==> config.mk <==
export PLATFORM = sky130hd
export DESIGN_NAME = firmware_crc_burst_framer
export DESIGN_NICKNAME = d
export VERILOG_FILES = /design/src/hdl/cbf_pkg.sv /design/src/hdl/cbf_front.sv /design/src/hdl/cbf_queue.sv /design/src/hdl/cbf_back.sv /design/src/hdl/firmware_crc_burst_framer.sv
export SDC_FILE = /design/constraint.sdc
export NUM_CORES = 1
export LEC_CHECK = 0
export BUFFER_PORTS_ARGS = -buffer_cell sky130_fd_sc_hd__buf_4
export CAP_MARGIN = 20
export CORE_ASPECT_RATIO = 0.9
export CORE_MARGIN = 5
export CORE_UTILIZATION = 45
export DETAILED_ROUTE_END_ITERATION = 7
export PLACE_DENSITY_LB_ADDON = 0.2
export SYNTH_ARGS = -nofsm -noshare
export SYNTH_HDL_FRONTEND = slang
export SYNTH_SLANG_ARGS = --single-unit
==> constraint.sdc <==
create_clock -name clk -period 3.06 [get_ports clk]
set_clock_uncertainty 0.1 [all_clocks]
set_input_delay 0.306 -clock clk [delete_from_list [all_inputs] [get_ports clk]]
set_output_delay 0.306 -clock clk [all_outputs]
set_load 0.1 [all_outputs]
==> src/hdl/cbf_pkg.sv <==
// ----------------------------------------------------------------------------
// cbf_pkg: shared types and functions of the crc burst framer
// queue entry layout, crc-16 byte update and sizing constants
// ----------------------------------------------------------------------------
package cbf_pkg;

	localparam logic [15:0] CRC_POLY    = 16'h1021;
	localparam logic [7:0]  LIMIT_RESET = 8'd255;

	localparam int QUEUE_DEPTH = 4;
	localparam int QPTR_W      = $clog2(QUEUE_DEPTH);
	localparam int QCNT_W      = QPTR_W + 1;

	typedef struct packed {
		logic [15:0] crc;
		logic [7:0]  data;
		logic        start;
		logic        fin;
	} entry_t;

	function automatic logic [15:0] crc16_byte(input logic [15:0] crc, input logic [7:0] b);
		logic [15:0] c;
		logic [15:0] d;
		logic        top;
		c = crc;
		d = {b, 8'h00};
		for (int k = 0; k < 8; k++) begin
			top = c[15] ^ d[15];
			c = {c[14:0], 1'b0};
			if (top) begin
				c = c ^ CRC_POLY;
			end
			d = {d[14:0], 1'b0};
		end
		return c;
	endfunction

endpackage

==> src/hdl/cbf_front.sv <==
// ----------------------------------------------------------------------------
// cbf_front: input side of the crc burst framer
// accepts image words, tracks burst position and running crc, fills the queue
// ----------------------------------------------------------------------------
module cbf_front import cbf_pkg::*; (
	input  logic        clk,
	input  logic        arst_n,
	input  logic        cfg_we,
	input  logic [7:0]  cfg_wdata,
	input  logic        s_axis_tvalid,
	output logic        s_axis_tready,
	input  logic [7:0]  s_axis_tdata,
	input  logic        s_axis_tlast,
	input  logic        q_full,
	output logic        push,
	output entry_t      push_entry
);

	logic [7:0]  chunk_limit_q;
	logic [7:0]  burst_count_q;
	logic [15:0] crc_q;
	logic [15:0] crc_next;
	logic [8:0]  lim;
	logic [8:0]  cnt_next;

	assign s_axis_tready = !q_full;
	assign push          = s_axis_tvalid && !q_full;

	assign crc_next = crc16_byte(crc_q, s_axis_tdata);
	assign lim      = (chunk_limit_q == 8'd0) ? 9'd1 : {1'b0, chunk_limit_q};
	assign cnt_next = {1'b0, burst_count_q} + 9'd1;

	always_comb begin
		push_entry.crc   = crc_next;
		push_entry.data  = s_axis_tdata;
		push_entry.start = (burst_count_q == 8'd0);
		push_entry.fin   = s_axis_tlast;
	end

	always_ff @(posedge clk or negedge arst_n) begin
		if (!arst_n) begin
			chunk_limit_q <= LIMIT_RESET;
		end else if (cfg_we) begin
			chunk_limit_q <= cfg_wdata;
		end
	end

	always_ff @(posedge clk or negedge arst_n) begin
		if (!arst_n) begin
			burst_count_q <= 8'd0;
			crc_q         <= 16'd0;
		end else if (push) begin
			if (s_axis_tlast) begin
				burst_count_q <= 8'd0;
				crc_q         <= 16'd0;
			end else begin
				burst_count_q <= (cnt_next >= lim) ? 8'd0 : cnt_next[7:0];
				crc_q         <= crc_next;
			end
		end
	end

	a_last_clears: assert property (@(posedge clk) disable iff (!arst_n)
		push && s_axis_tlast |=> crc_q == 16'd0 && burst_count_q == 8'd0)
		else $error("crc state not cleared after last word");

	a_count_below_limit: assert property (@(posedge clk) disable iff (!arst_n)
		push && !cfg_we |=> {1'b0, burst_count_q} < $past(lim))
		else $error("burst count reached limit");

	a_full_blocks: assert property (@(posedge clk) disable iff (!arst_n)
		q_full |-> !push)
		else $error("push into full queue");

endmodule

==> src/hdl/cbf_queue.sv <==
// ----------------------------------------------------------------------------
// cbf_queue: short queue between front and back of the crc burst framer
// holds classified words so that either side may stall on its own
// ----------------------------------------------------------------------------
module cbf_queue import cbf_pkg::*; (
	input  logic   clk,
	input  logic   arst_n,
	input  logic   push,
	input  entry_t push_entry,
	output logic   full,
	input  logic   pop,
	output entry_t pop_entry,
	output logic   empty
);

	entry_t              slot_q [QUEUE_DEPTH];
	logic [QPTR_W-1:0]   wr_ptr_q;
	logic [QPTR_W-1:0]   rd_ptr_q;
	logic [QCNT_W-1:0]   count_q;

	assign full      = (count_q == QCNT_W'(QUEUE_DEPTH));
	assign empty     = (count_q == '0);
	assign pop_entry = slot_q[rd_ptr_q];

	always_ff @(posedge clk) begin
		if (push) begin
			slot_q[wr_ptr_q] <= push_entry;
		end
	end

	always_ff @(posedge clk or negedge arst_n) begin
		if (!arst_n) begin
			wr_ptr_q <= '0;
			rd_ptr_q <= '0;
			count_q  <= '0;
		end else begin
			if (push) begin
				wr_ptr_q <= wr_ptr_q + QPTR_W'(1);
			end
			if (pop) begin
				rd_ptr_q <= rd_ptr_q + QPTR_W'(1);
			end
			if (push && !pop) begin
				count_q <= count_q + QCNT_W'(1);
			end else if (pop && !push) begin
				count_q <= count_q - QCNT_W'(1);
			end
		end
	end

	a_no_underflow: assert property (@(posedge clk) disable iff (!arst_n)
		pop |-> !empty)
		else $error("pop from empty queue");

	a_count_bound: assert property (@(posedge clk) disable iff (!arst_n)
		count_q <= QCNT_W'(QUEUE_DEPTH))
		else $error("queue count beyond depth");

	a_ptr_gap: assert property (@(posedge clk) disable iff (!arst_n)
		wr_ptr_q - rd_ptr_q == count_q[QPTR_W-1:0])
		else $error("queue pointers disagree with count");

endmodule

==> src/hdl/cbf_back.sv <==
// ----------------------------------------------------------------------------
// cbf_back: output side of the crc burst framer
// drains the queue into the output register and appends the crc trailer
// ----------------------------------------------------------------------------
module cbf_back import cbf_pkg::*; (
	input  logic        clk,
	input  logic        arst_n,
	input  entry_t      pop_entry,
	input  logic        empty,
	output logic        pop,
	output logic        m_axis_tvalid,
	input  logic        m_axis_tready,
	output logic [7:0]  m_axis_tdata,
	output logic [1:0]  m_axis_tuser,
	output logic        m_axis_tlast
);

	localparam logic [1:0] PH_IMAGE = 2'd0;
	localparam logic [1:0] PH_HIGH  = 2'd1;
	localparam logic [1:0] PH_LOW   = 2'd2;

	logic [1:0] phase_q;
	logic       valid_q;
	logic [7:0] data_q;
	logic       start_q;
	logic       crc_q;
	logic       last_q;
	logic       load;

	assign load = !valid_q || m_axis_tready;
	assign pop  = load && (((phase_q == PH_IMAGE) && !empty && !pop_entry.fin) ||
		(phase_q == PH_LOW));

	assign m_axis_tvalid = valid_q;
	assign m_axis_tdata  = data_q;
	assign m_axis_tuser  = {crc_q, start_q};
	assign m_axis_tlast  = last_q;

	always_ff @(posedge clk or negedge arst_n) begin
		if (!arst_n) begin
			phase_q <= PH_IMAGE;
			valid_q <= 1'b0;
		end else if (load) begin
			case (phase_q)
				PH_IMAGE: begin
					valid_q <= !empty;
					if (!empty && pop_entry.fin) begin
						phase_q <= PH_HIGH;
					end
				end
				PH_HIGH: begin
					valid_q <= 1'b1;
					phase_q <= PH_LOW;
				end
				PH_LOW: begin
					valid_q <= 1'b1;
					phase_q <= PH_IMAGE;
				end
				default: begin
					valid_q <= 1'b0;
					phase_q <= PH_IMAGE;
				end
			endcase
		end
	end

	always_ff @(posedge clk) begin
		if (load) begin
			case (phase_q)
				PH_HIGH: begin
					data_q  <= pop_entry.crc[15:8];
					start_q <= 1'b1;
					crc_q   <= 1'b1;
					last_q  <= 1'b0;
				end
				PH_LOW: begin
					data_q  <= pop_entry.crc[7:0];
					start_q <= 1'b0;
					crc_q   <= 1'b1;
					last_q  <= 1'b1;
				end
				default: begin
					data_q  <= pop_entry.data;
					start_q <= pop_entry.start;
					crc_q   <= 1'b0;
					last_q  <= 1'b0;
				end
			endcase
		end
	end

	a_trailer_has_entry: assert property (@(posedge clk) disable iff (!arst_n)
		phase_q != PH_IMAGE |-> !empty)
		else $error("crc trailer without queued word");

	a_high_then_low: assert property (@(posedge clk) disable iff (!arst_n)
		load && phase_q == PH_HIGH |=> phase_q == PH_LOW)
		else $error("crc high byte not followed by low byte");

	a_last_is_crc: assert property (@(posedge clk) disable iff (!arst_n)
		valid_q && last_q |-> crc_q && !start_q)
		else $error("last word is not a crc low byte");

endmodule

==> src/hdl/firmware_crc_burst_framer.sv <==
// ----------------------------------------------------------------------------
// firmware_crc_burst_framer: streams firmware image words with crc-16 trailer
//
// the slave stream carries image words (tdata = data byte, tlast = final word
// of the image). each word is passed to the master stream unchanged with
// tuser[0] set where it opens a write burst of at most chunk_limit words.
// after the final word two crc-16/xmodem words follow as a burst of their
// own: high byte (burst start set) then low byte (tlast set), tuser[1]
// marking both. crc and burst count then clear for the next image. chunk_limit
// is written through cfg_we/cfg_wdata by the user only while the block is idle
// (not enforced by the block); zero acts as one. a slave word is registered in
// the queue, then in the output register. throughput is one word per cycle
// while the queue is not full, set by the combinational byte crc in the front;
// each image adds two crc trailer words in the back. a four-word queue sits
// between them. when the master side stalls the queue fills and s_axis_tready
// drops. reset clears crc, burst count and queue, and sets chunk_limit to 255.
// ----------------------------------------------------------------------------
module firmware_crc_burst_framer import cbf_pkg::*; (
	input  logic        clk,
	input  logic        arst_n,
	input  logic        cfg_we,
	input  logic [7:0]  cfg_wdata,
	input  logic        s_axis_tvalid,
	output logic        s_axis_tready,
	input  logic [7:0]  s_axis_tdata,   // data_byte
	input  logic        s_axis_tlast,
	output logic        m_axis_tvalid,
	input  logic        m_axis_tready,
	output logic [7:0]  m_axis_tdata,   // out_byte
	output logic [1:0]  m_axis_tuser,   // burst_start, is_crc
	output logic        m_axis_tlast
);

	entry_t push_entry;
	entry_t pop_entry;
	logic   push;
	logic   pop;
	logic   q_full;
	logic   q_empty;

	cbf_front u_front (
		.clk           (clk),
		.arst_n        (arst_n),
		.cfg_we        (cfg_we),
		.cfg_wdata     (cfg_wdata),
		.s_axis_tvalid (s_axis_tvalid),
		.s_axis_tready (s_axis_tready),
		.s_axis_tdata  (s_axis_tdata),
		.s_axis_tlast  (s_axis_tlast),
		.q_full        (q_full),
		.push          (push),
		.push_entry    (push_entry)
	);

	cbf_queue u_queue (
		.clk        (clk),
		.arst_n     (arst_n),
		.push       (push),
		.push_entry (push_entry),
		.full       (q_full),
		.pop        (pop),
		.pop_entry  (pop_entry),
		.empty      (q_empty)
	);

	cbf_back u_back (
		.clk           (clk),
		.arst_n        (arst_n),
		.pop_entry     (pop_entry),
		.empty         (q_empty),
		.pop           (pop),
		.m_axis_tvalid (m_axis_tvalid),
		.m_axis_tready (m_axis_tready),
		.m_axis_tdata  (m_axis_tdata),
		.m_axis_tuser  (m_axis_tuser),
		.m_axis_tlast  (m_axis_tlast)
	);

endmodule
==> results of run 1 <==
[synth_stat cells, types with 2 or more instances]
library cell,number,area (um^2)
buf_2,5,25.02
xnor2_2,4,65.06
a221oi_1,8,70.07
dfstp_2,8,210.2
and3_1,2,12.51
dfrtp_1,34,850.8
inv_1,17,63.81
buf_4,2,15.01
mux2_2,2,22.52
nor2_2,2,12.51
mux4_2,23,518.0
nand3_1,4,20.02
clkbuf_1,7,26.28
a22o_1,17,148.9
nor2_1,22,82.58
edfxtp_1,115,3453
o31ai_1,5,37.54
ha_1,19,237.7
nand2_1,28,105.1
nor4_1,2,12.51
o21ai_0,13,65.06
nor2b_1,2,12.51
nor3_1,4,20.02
xor2_1,15,131.4
xnor2_1,16,140.1
mux4_1,3,78.83
a21oi_1,3,15.01
buf_6,2,22.52
and2_1,4,25.02
[power breakdown]
group          internal (W)  switching, W
Sequential          0.00335      0.000249
Combinational       0.00123       0.00225
Clock               0.00108      0.000865
Total               0.00566       0.00336
[through the flow]
step,area [um^2],instances,utilization [%],total power (W)
floorplan,6698,410,-,0.006226
global placement,7197,637,49.09,0.007063
detailed placement,7197,637,49.09,0.007156
CTS,7854,680,53.57,0.009134
global route,7871,682,53.69,0.009547
finish,7871,682,53.69,0.009018
[kinds of logic (layout without fill, tap and decap cells)]
logic type,after synthesis,in the layout,share of synthesized area [%]
AND/OR/NAND/NOR,78,78,5.474
AO/OA/AOI/OAI,54,54,6.072
flip-flops,157,157,67.40
multiplexers,29,29,9.471
XOR/XNOR,36,36,5.268
buffers and inverters,36,110,2.466
adder cells (fa/ha/maj),20,20,3.848
[worst register-to-register path, stage by stage, from the launching register on]
cell and delay, ns:
dfrtp_1 0.47, nand3_2 0.16, nor3_1 0.24, and3_1 0.22, xnor2_1 0.15, inv_1 0.07
ha_1 0.32, a211oi_1 0.27, nor3b_1 0.28, nand2_1 0.16, o21ai_0 0.20
[area by class of cell]
| type | instances | area, um^2 |
|---|---|---|
| clock inverters | 13 | 103.9 |
| flip-flops and latches | 157 | 4514 |
| inverters | 19 | 71.32 |
| multi-input cells | 217 | 2018 |
| well taps | 198 | 247.7 |
| clock buffers | 19 | 442.9 |
| repair buffers | 59 | 473.0 |
| fillers | 1170 | 6790 |
[registers in the layout, indices dropped and copies added, names as in the netlist, 2 cells and up]
signal                 count
u_back.m_axis_tdata        8
u_queue.count_q            3
u_front.burst_count_q      8
u_front.chunk_limit_q      8
u_queue.slot_q           104
u_back.phase_q             2
u_queue.rd_ptr_q           2
u_front.crc_q             16
u_queue.wr_ptr_q           2
[what timing repair did]
action,CTS,global route
buffers inserted,0,0
endpoints found under the hold margin,53,1
hold buffers,11,1
[per-layer routing]
layer | vias to the layer above | track usage, %
met5 | - | 0
met4 | 0 | 5.578
met3 | 15 | 3.904
met2 | 53 | 24.74
met1 | 1828 | 21.61
li1 | 1681 | -
[final timing paths]
| check | from | end | slack [ns] |
|---|---|---|---|
| min | s_axis_tdata[0] | u_queue.slot_q[0][2]$_DFFE_PP_ | 0.02 |
| max | u_front.burst_count_q[2]$_DFFE_PN0P_ | u_front.burst_count_q[5]$_DFFE_PN0P_ | 0.32 |
| max reg2reg | u_front.burst_count_q[2]$_DFFE_PN0P_ | u_front.burst_count_q[5]$_DFFE_PN0P_ | 0.32 |
| max in group asynchronous | arst_n | u_front.crc_q[6]$_DFFE_PN0P_ | 2.15 |
| min reg2reg | u_front.crc_q[4]$_DFFE_PN0P_ | u_front.crc_q[4]$_DFFE_PN0P_ | 0.42 |
| min in group asynchronous | arst_n | u_front.burst_count_q[7]$_DFFE_PN0P_ | 0.32 |
==> metrics.yaml, run 1 <==
run_status:
  status: "finished clean"
drt:
  vias: 3577
  wl_met3_um: 366
  post-route-drc-count: 0
  routedLengthMet1_um: 6066
  routed_via_density: 5.245
  drtIter0Drc: 212
  highest_layer: "met4"
  wl_met2_um: 6142
  ant_nets: 0
  routedWlPerCell_um: 18.69
  wirelength_um: 12750
  first_pass_iters: 4
die:
  rows: 42
  start_util_pct: 45.68
  die_h_um: 125.7
  die_area_um2: 17430
  io_pins: 35
  coreArea_um2: 14660
  die_w_um: 138.6
critical_path:
  critPathBufInv: 1
  critPathCaptureType: "flop"
  cp.required_ns: 3.29
  crit_chain: "nand3_2 > nor3_1 > and3_1 > xnor2_1 > inv_1 > ha_1 > a211oi_1 > nor3b_1 > nand2_1 > o21ai_0"
  worstPathMaxFanout: 7
  crit_type: "flop to flop"
  cp.depth: 10
  critPathMaxStageDelay_ns: 0.47
  r2r_cells: 10
  crit_family: "simple AND/OR/NAND/NOR gates"
  crit_path_top_delay_cell: "dfrtp_1"
  crit_arrival_ns: 2.97
  start_kind: "flop"
placement:
  io_buffers: 34
  place_worst_setup_slack_ns: 0.3375
  dpl.hpwl_um: 7753
  gp_congestion: 0.7915
layout:
  final_cell_mix: "edfxtp_1 (115), buf_4 (47), dfrtp_1 (34)"
  nets: 513
  diodes: 0
  layout_commonest_cell: "edfxtp_1"
  drive_gt1_share_pct: 25.83
  area_delta_synth_final_pct: 17.52
global_route:
  grt_pass1_wl_um: 20940
  grt_overflow: 0
  grt_usage_pct: 15.74
  grt_pass1_vias: 3740
  grt_max_degree: 43
  antenna_found_initial: 0
clock_tree:
  clkTransAtPathRegs_ns: 0.06
  clock_sinks: 157
  h-tree-depth: 4
  clk_path_buf_depth: 2
  numCtsBuffers: 17
  root_buffer: "clkbuf_16"
  post_cts_resized: 0
  clock_latency_ns: 0.42
  cts_tree: "done"
hold_path:
  hold_path_class: "primary input to flop"
  worstHoldPathCells: 1
timing:
  max_freq_mhz: 364.7
  fin_crit_sh_pct: 89.60
  holdWs_ns: 0.01606
  relSlewSlack_pct: 52.56
  setup_viol: 0
  layout_setup_ws_ns: 0.3183
  hold_violations: 0
  min_period_ns: 2.742
  final_max_slew_viol_count: 0
  timing.setup.tns_ns: 0
  worstMarginPinSlew_ns: 0.7066
  rsz0062_at_grt: "false"
pwr:
  ir_drop_uv: 449.3
  power_leakage_nw: 3.006
  power_per_cell_area_nw_per_um2: 1146
yosys:
  synthesis.area_um2: 6698
  synth_edf_count: 115
  synthCells: 410
  yosysWarnings: 0
  avgSynthCellArea_um2: 16.34
  ys_ff_latch: 157
  postSynth.asyncResetShare_pct: 26.75
  synth_flop_cell: "edfxtp_1"
  synth-seq-area-share_pct: 67.40
  syn_nets: 452
  post_synth_num_cell_types: 51
job:
  maxCapViolCount: 0
(Power assumes the default switching activity.)
==> run 2, diff against run 1 <==
--- a/config.mk
+++ b/config.mk
@@ -5,13 +5,16 @@
 export SDC_FILE = /design/constraint.sdc
 export NUM_CORES = 1
 export LEC_CHECK = 0
+export ABC_CLOCK_PERIOD_IN_PS = 3060
 export BUFFER_PORTS_ARGS = -buffer_cell sky130_fd_sc_hd__buf_4
 export CAP_MARGIN = 20
 export CORE_ASPECT_RATIO = 0.9
 export CORE_MARGIN = 5
 export CORE_UTILIZATION = 45
 export DETAILED_ROUTE_END_ITERATION = 7
+export HOLD_SLACK_MARGIN = 0.1
 export PLACE_DENSITY_LB_ADDON = 0.2
+export SETUP_SLACK_MARGIN = 0.3
 export SYNTH_ARGS = -nofsm -noshare
 export SYNTH_HDL_FRONTEND = slang
 export SYNTH_SLANG_ARGS = --single-unit
==> run 2 against run 1 <==
Effect of this change:
- die area unchanged
- utilization up 1.7 points
- combinational power increased by 1%
- critical path depth stayed put
- non-clock buffer count is 21 higher
- hold slack better by 0.15 ns
- design area rose by 3.2%
- sequential power about the same
==> metrics.yaml, run 2 (same netlist as run 1, synthesis figures left out) <==
run_status:
  status: "finished clean"
timing:
  final_max_slew_viol_count: 0  # unchanged
  worstMarginPinSlew_ns: 0.6377  # -0.06891 ns
  min_period_ns: 2.681  # -0.06093 ns
  max_freq_mhz: 373.0  # +2.3%
  relSlewSlack_pct: 57.10  # +4.5 points
  timing.setup.tns_ns: 0  # unchanged
  hold_violations: 0  # unchanged
  fin_crit_sh_pct: 87.61  # -2.0 points
  setup_viol: 0  # unchanged
  rsz0062_at_grt: "true"
layout:
  final_cell_mix: "edfxtp_1 (115), buf_4 (47), dfrtp_1 (33)"
  drive_gt1_share_pct: 25.74  # -0.084 points
  final_area_um2: 8123  # +3.2%
  nets: 534  # +4.1%
  layout_commonest_cell: "edfxtp_1"
  finish.utilization_pct: 55.40  # +1.7 points
  reg_top3: "u_queue.slot_q: 104 flops, u_front.crc_q: 16 flops"
  fillCellCount: 1133  # -3.2%
  largest_reg_flops: 104  # unchanged
  area_delta_synth_final_pct: 21.28
  diodes: 0  # unchanged
  top_register: "u_queue.slot_q"
critical_path:
  cp.required_ns: 3.31  # +0.02 ns
  crit_chain: "ha_1 > nand2_1 > nor2_1 > xor2_1 > ha_1 > a21o_1 > a211oi_1 > o21ai_1 > nor3_1 > a22o_1"
  startpoint: "u_front.burst_count_q[0]$_DFFE_PN0P_"
  crit_path_top_delay_cell: "dfrtp_1"
  crit_type: "flop to flop"
  critPathMaxStageDelay_ns: 0.44  # -0.03 ns
  reg2reg_from: "u_front.burst_count_q[0]$_DFFE_PN0P_"
  crit_top_cell: "ha_1"
  worstPathMaxFanout: 6  # -1
  critPathCaptureType: "flop"
  crit_arrival_ns: 2.93  # -0.04 ns
  start_kind: "flop"
die:
  start_util_pct: 45.68  # unchanged
  die_h_um: 125.7  # unchanged
  io_pins: 35  # unchanged
  die_w_um: 138.6  # unchanged
  die_area_um2: 17430  # unchanged
  rows: 42  # unchanged
  coreArea_um2: 14660  # unchanged
global_route:
  grt_pass1_vias: 3884  # +3.9%
  grt_max_degree: 43  # unchanged
  antenna_found_initial: 0  # unchanged
  grt_pass1_wl_um: 21470  # +2.5%
  grt_overflow: 0  # unchanged
  grt_usage_pct: 15.96  # +0.22 points
clock_tree:
  root_buffer: "clkbuf_16"
  post_cts_buffers: 0  # unchanged
  clkTransAtPathRegs_ns: 0.07  # about the same
  clock_sinks: 157  # unchanged
  numCtsBuffers: 17  # unchanged
  cts_tree: "done"
  h-tree-depth: 4  # unchanged
  clk_path_buf_depth: 2  # unchanged
  clock_latency_ns: 0.42  # about the same
pwr:
  ir_drop_uv: 547.1  # +22%
  power_leakage_nw: 3.114  # +3.6%
  finalPower_w: 0.009187  # +1.9%
  power_per_cell_area_nw_per_um2: 1131  # -1.3%
drt:
  ant_nets: 0  # unchanged
  first_pass_iters: 4  # unchanged
  routed_via_density: 5.202  # -0.82%
  wirelength_um: 13160  # +3.3%
  post-route-drc-count: 0  # unchanged
  routedWlPerCell_um: 18.73  # +0.19%
  drtIter0Drc: 192  # -9.4%
  vias: 3657  # +2.2%
placement:
  gp_congestion: 0.7668  # -3.1%
  dpl.hpwl_um: 7813  # +0.77%
  io_buffers: 34  # unchanged
  dpl-instance-area_um2: 7207  # +0.14%
hold_path:
  hold_path_class: "primary input to flop"
  holdCritStartpoint: "cfg_we"
job:
  maxCapViolCount: 0  # unchanged
[run 2: cell types whose count changed in the layout (fill, tap and decap cells not counted), sizes merged]
cell | before | now
clkbuf | 19 | 17
clkinv | 4 | 5
inv | 25 | 27
bufinv | 0 | 1
clkinvlp | 3 | 1
dlygate4sd3 | 12 | 32
buf | 47 | 48
[run 2: critical path, delay by kind of cell (launching register included)]
kind	cells	cell delay, ns
AOI/OAI and AO/OA	4	0.84
adders and majority gates	2	0.55
and+or+nand+nor	3	0.52
DFF	1	0.44
xor gates and xnor gates	1	0.16
[run 2: area by class of cell]
type	count	area, um^2	area share [%]
clock buffer	17	425.4	5.237
clock inverter	15	152.6	1.879
inverter	19	71.32	0.8780
multi-input combinational	217	2026	24.94
sequential	157	4516	55.59
tap	198	247.7	3.050
timing repair buffer	80	684.4	8.426
[run 2: per-layer routing]
layer	track usage (%)	share of wire, %	vias to the layer above	wire (um)
li1	-	-	1724	-
met1	20.97	44	1855	5837
met2	26.15	51	66	6658
met3	4.359	4.0	12	533
met4	5.055	1.0	0	135
met5	0	0	-	0
[run 2: power breakdown]
part	total, W	switching, W	internal (W)
Clock	0.00206	0.000906	0.00115
Combinational	0.00352	0.00226	0.00127
Sequential	0.00360	0.000253	0.00335
[run 2: worst paths after layout]
path | slack (ns) | cells after the start | to
min reg2reg | 0.39 | 2 | u_front.crc_q[4]$_DFFE_PN0P_
max | 0.38 | 10 | u_front.burst_count_q[2]$_DFFE_PN0P_
min in group asynchronous | 0.33 | 2 | u_back.phase_q[1]$_DFFE_PN0P_
max reg2reg | 0.38 | 10 | u_front.burst_count_q[2]$_DFFE_PN0P_
min | 0.16 | 2 | u_front.chunk_limit_q[0]$_DFFE_PN1P_
max in group asynchronous | 2.09 | 2 | u_front.burst_count_q[2]$_DFFE_PN0P_
[run 2: timing repair]
| action | CTS | global route |
|---|---|---|
| resized for setup | 0 | 3 |
| hold endpoints to repair | 79 | 0 |
| endpoints found under the setup margin | 0 | 7 |
| hold buffers | 32 | 0 |
[run 2: metrics by stage]
step | std cells | hold WS (ns) | worst slack [ns]
after floorplan | 410 | -0.08959 | 0.3528
after global placement | 638 | 0.2423 | 0.4126
after detailed placement | 638 | 0.2501 | 0.3881
after CTS | 702 | 0.1241 | 0.3603
after global routing | 703 | 0.1563 | 0.2222
final | 703 | 0.1639 | 0.3792
==> run 3, diff against run 2 <==
--- a/config.mk
+++ b/config.mk
@@ -10,10 +10,10 @@
 export CAP_MARGIN = 20
 export CORE_ASPECT_RATIO = 0.9
 export CORE_MARGIN = 5
-export CORE_UTILIZATION = 45
+export CORE_UTILIZATION = 61
 export DETAILED_ROUTE_END_ITERATION = 7
 export HOLD_SLACK_MARGIN = 0.1
-export PLACE_DENSITY_LB_ADDON = 0.2
+export PLACE_DENSITY = 0.83
 export SETUP_SLACK_MARGIN = 0.3
 export SYNTH_ARGS = -nofsm -noshare
 export SYNTH_HDL_FRONTEND = slang
==> run 3 against run 2 <==
Effect of this change:
- highest routed layer unchanged
- utilization increased by 19 points
- sequential power about the same
- largest cell class unchanged
- via count grew 2.7%
- routed wire length down 0.87%
==> metrics.yaml, run 3 (same netlist as run 1, synthesis figures left out) <==
timing:
  setup_viol: 0  # unchanged
  fin_crit_sh_pct: 85.83  # -1.8 points
  rsz0062_at_grt: "false"
  relSlewSlack_pct: 52.33  # -4.8 points
  final_max_slew_viol_count: 0  # unchanged
  timing.setup.tns_ns: 0  # unchanged
  worstMarginPinSlew_ns: 0.7100  # +0.07232 ns
  max_freq_mhz: 380.7  # +2.1%
  min_period_ns: 2.627  # -0.05422 ns
  hold_violations: 0  # unchanged
  holdWs_ns: 0.1665  # +0.002554 ns
clock_tree:
  clock_latency_ns: 0.42  # about the same
  clkTransAtPathRegs_ns: 0.06  # about the same
  numCtsBuffers: 17  # unchanged
  root_buffer: "clkbuf_16"
  h-tree-depth: 4  # unchanged
  clk_path_buf_depth: 2  # unchanged
  cts_tree: "done"
  post_cts_buffers: 0  # unchanged
  clock_sinks: 157  # unchanged
pwr:
  power.internal_w: 0.005765  # -0.12%
  power_per_cell_area_nw_per_um2: 1138  # +0.59%
  p_sw_w: 0.003347  # -2.0%
  clockPowerShare_pct: 21.9  # -0.5 points
  swShare_pct: 36.73  # -0.44 points
  power_leakage_nw: 3.089  # -0.80%
  p_seq_share_pct: 39.9  # +0.7 points
  p_comb_share_pct: 38.3  # about the same
  ir_drop_uv: 463.5  # -15%
die:
  rows: 36  # -14%
  die_h_um: 109.4  # -13%
  io_pins: 35  # unchanged
  coreArea_um2: 10770  # -27%
  start_util_pct: 62.22  # +17 points
  die_w_um: 120.5  # -13%
  die_area_um2: 13180  # -24%
global_route:
  antenna_found_initial: 0  # unchanged
  grt_max_degree: 43  # unchanged
  grt_pass1_vias: 4030  # +3.8%
  grt_overflow: 0  # unchanged
  grt_pass1_wl_um: 21310  # -0.77%
  grt_usage_pct: 21.80  # +5.8 points
layout:
  top_register: "u_queue.slot_q"
  diodes: 0  # unchanged
  largest_reg_flops: 104  # unchanged
  area_delta_synth_final_pct: 19.58
  nets: 529  # -0.94%
  final_cell_mix: "edfxtp_1 (115), buf_4 (42), dlygate4sd3_1 (32), dfrtp_1 (32), nand2_1 (27)"
  drive_gt1_share_pct: 25.40  # -0.34 points
  layout_commonest_cell: "edfxtp_1"
  reg_top3: "u_queue.slot_q: 104 flops, u_front.crc_q: 16 flops"
critical_path:
  critPathCaptureType: "flop"
  worstPathMaxFanout: 10  # +4
  cp.required_ns: 3.30  # about the same
  start_kind: "flop"
  crit_arrival_ns: 2.87  # -0.06 ns
  crit_type: "flop to flop"
drt:
  post-route-drc-count: 0  # unchanged
  routed_via_density: 5.934  # +14%
  first_pass_iters: 5  # +1
  drtIter0Drc: 350  # +82%
  wirelength_um: 13050  # -0.87%
  ant_nets: 0  # unchanged
  routedWlPerCell_um: 20.62  # +10%
  vias: 3756  # +2.7%
job:
  maxCapViolCount: 0  # unchanged
placement:
  io_buffers: 34  # unchanged
  dpl.hpwl_um: 7530  # -3.6%
  gp_congestion: 0.8169  # +6.5%
run_status:
  status: "finished clean"
hold_path:
  hold_path_class: "primary input to flop"
-- run 3: repair_timing --
item,CTS,global route
endpoints found under the hold margin,78,0
hold buffers,32,0
gates resized for setup,1,8
endpoints found under the setup margin,3,8
-- run 3: worst max-delay path, stage by stage, from the launching register on --
cell,delay (ns)
dfrtp_1,0.42
inv_1,0.09
ha_1,0.39
o21ai_2,0.33
ha_1,0.26
inv_1,0.07
fa_1,0.39
xor2_1,0.17
nor2_1,0.15
xor2_1,0.18
-- run 3: cell type report --
type                       count  area (um^2)
inverter                      19        71.32
multi-input combinational    217         2042
fill                         579         2756
clock buffer                  23        478.0
clock inverter                 9        87.58
timing repair buffer          75        646.9
sequential                   157         4517
tap                          133        166.4
-- run 3: worst paths after layout --
kind	start	end	slack (ns)	cells past startpoint
min reg2reg	u_front.crc_q[6]$_DFFE_PN0P_	u_front.crc_q[6]$_DFFE_PN0P_	0.43	1
max in group asynchronous	arst_n	u_front.burst_count_q[2]$_DFFE_PN0P_	2.14	2
max	u_back.phase_q[0]$_DFFE_PN0P_	u_queue.count_q[2]$_DFFE_PN0P_	0.43	9
max reg2reg	u_back.phase_q[0]$_DFFE_PN0P_	u_queue.count_q[2]$_DFFE_PN0P_	0.43	9
min in group asynchronous	arst_n	u_front.burst_count_q[0]$_DFFE_PN0P_	0.32	2
min	cfg_we	u_front.chunk_limit_q[0]$_DFFE_PN1P_	0.17	2
-- run 3: power groups by stage --
| stage | Clock (W) | Sequential [W] | Combinational, W |
|---|---|---|---|
| after global placement | 0 | 0.00361 | 0.00328 |
| after detailed placement | 0 | 0.00366 | 0.00341 |
| after global routing | 0.00211 | 0.00370 | 0.00378 |
| after CTS | 0.00201 | 0.00363 | 0.00349 |
| final | 0.00199 | 0.00363 | 0.00349 |
| after floorplan | 0 | 0.00407 | 0.00216 |
-- run 3: through the flow --
step / util (%) / setup WS (ns) / instance area (um^2) / std cells / total power [W]
after floorplan: - / 0.3528 / 6700 / 410 / 0.006229
after global placement: 65.84 / 0.4622 / 7088 / 568 / 0.006890
after detailed placement: 65.84 / 0.3690 / 7088 / 568 / 0.007072
after CTS: 74.12 / 0.3378 / 7979 / 632 / 0.009137
after global routing: 74.40 / 0.2951 / 8009 / 633 / 0.009581
final: 74.40 / 0.4335 / 8009 / 633 / 0.009112
-- run 3: routing by layer --
metal  GRT usage, %  wire (um)  up-vias  share of wire (%)
met5              0          0        -                  0
li1               -          -     1708                  -
met1          28.30       5484     1902                 42
met2          36.14       6615      128                 51
met3          5.556        721       18                5.5
met4          8.172        229        0                1.8
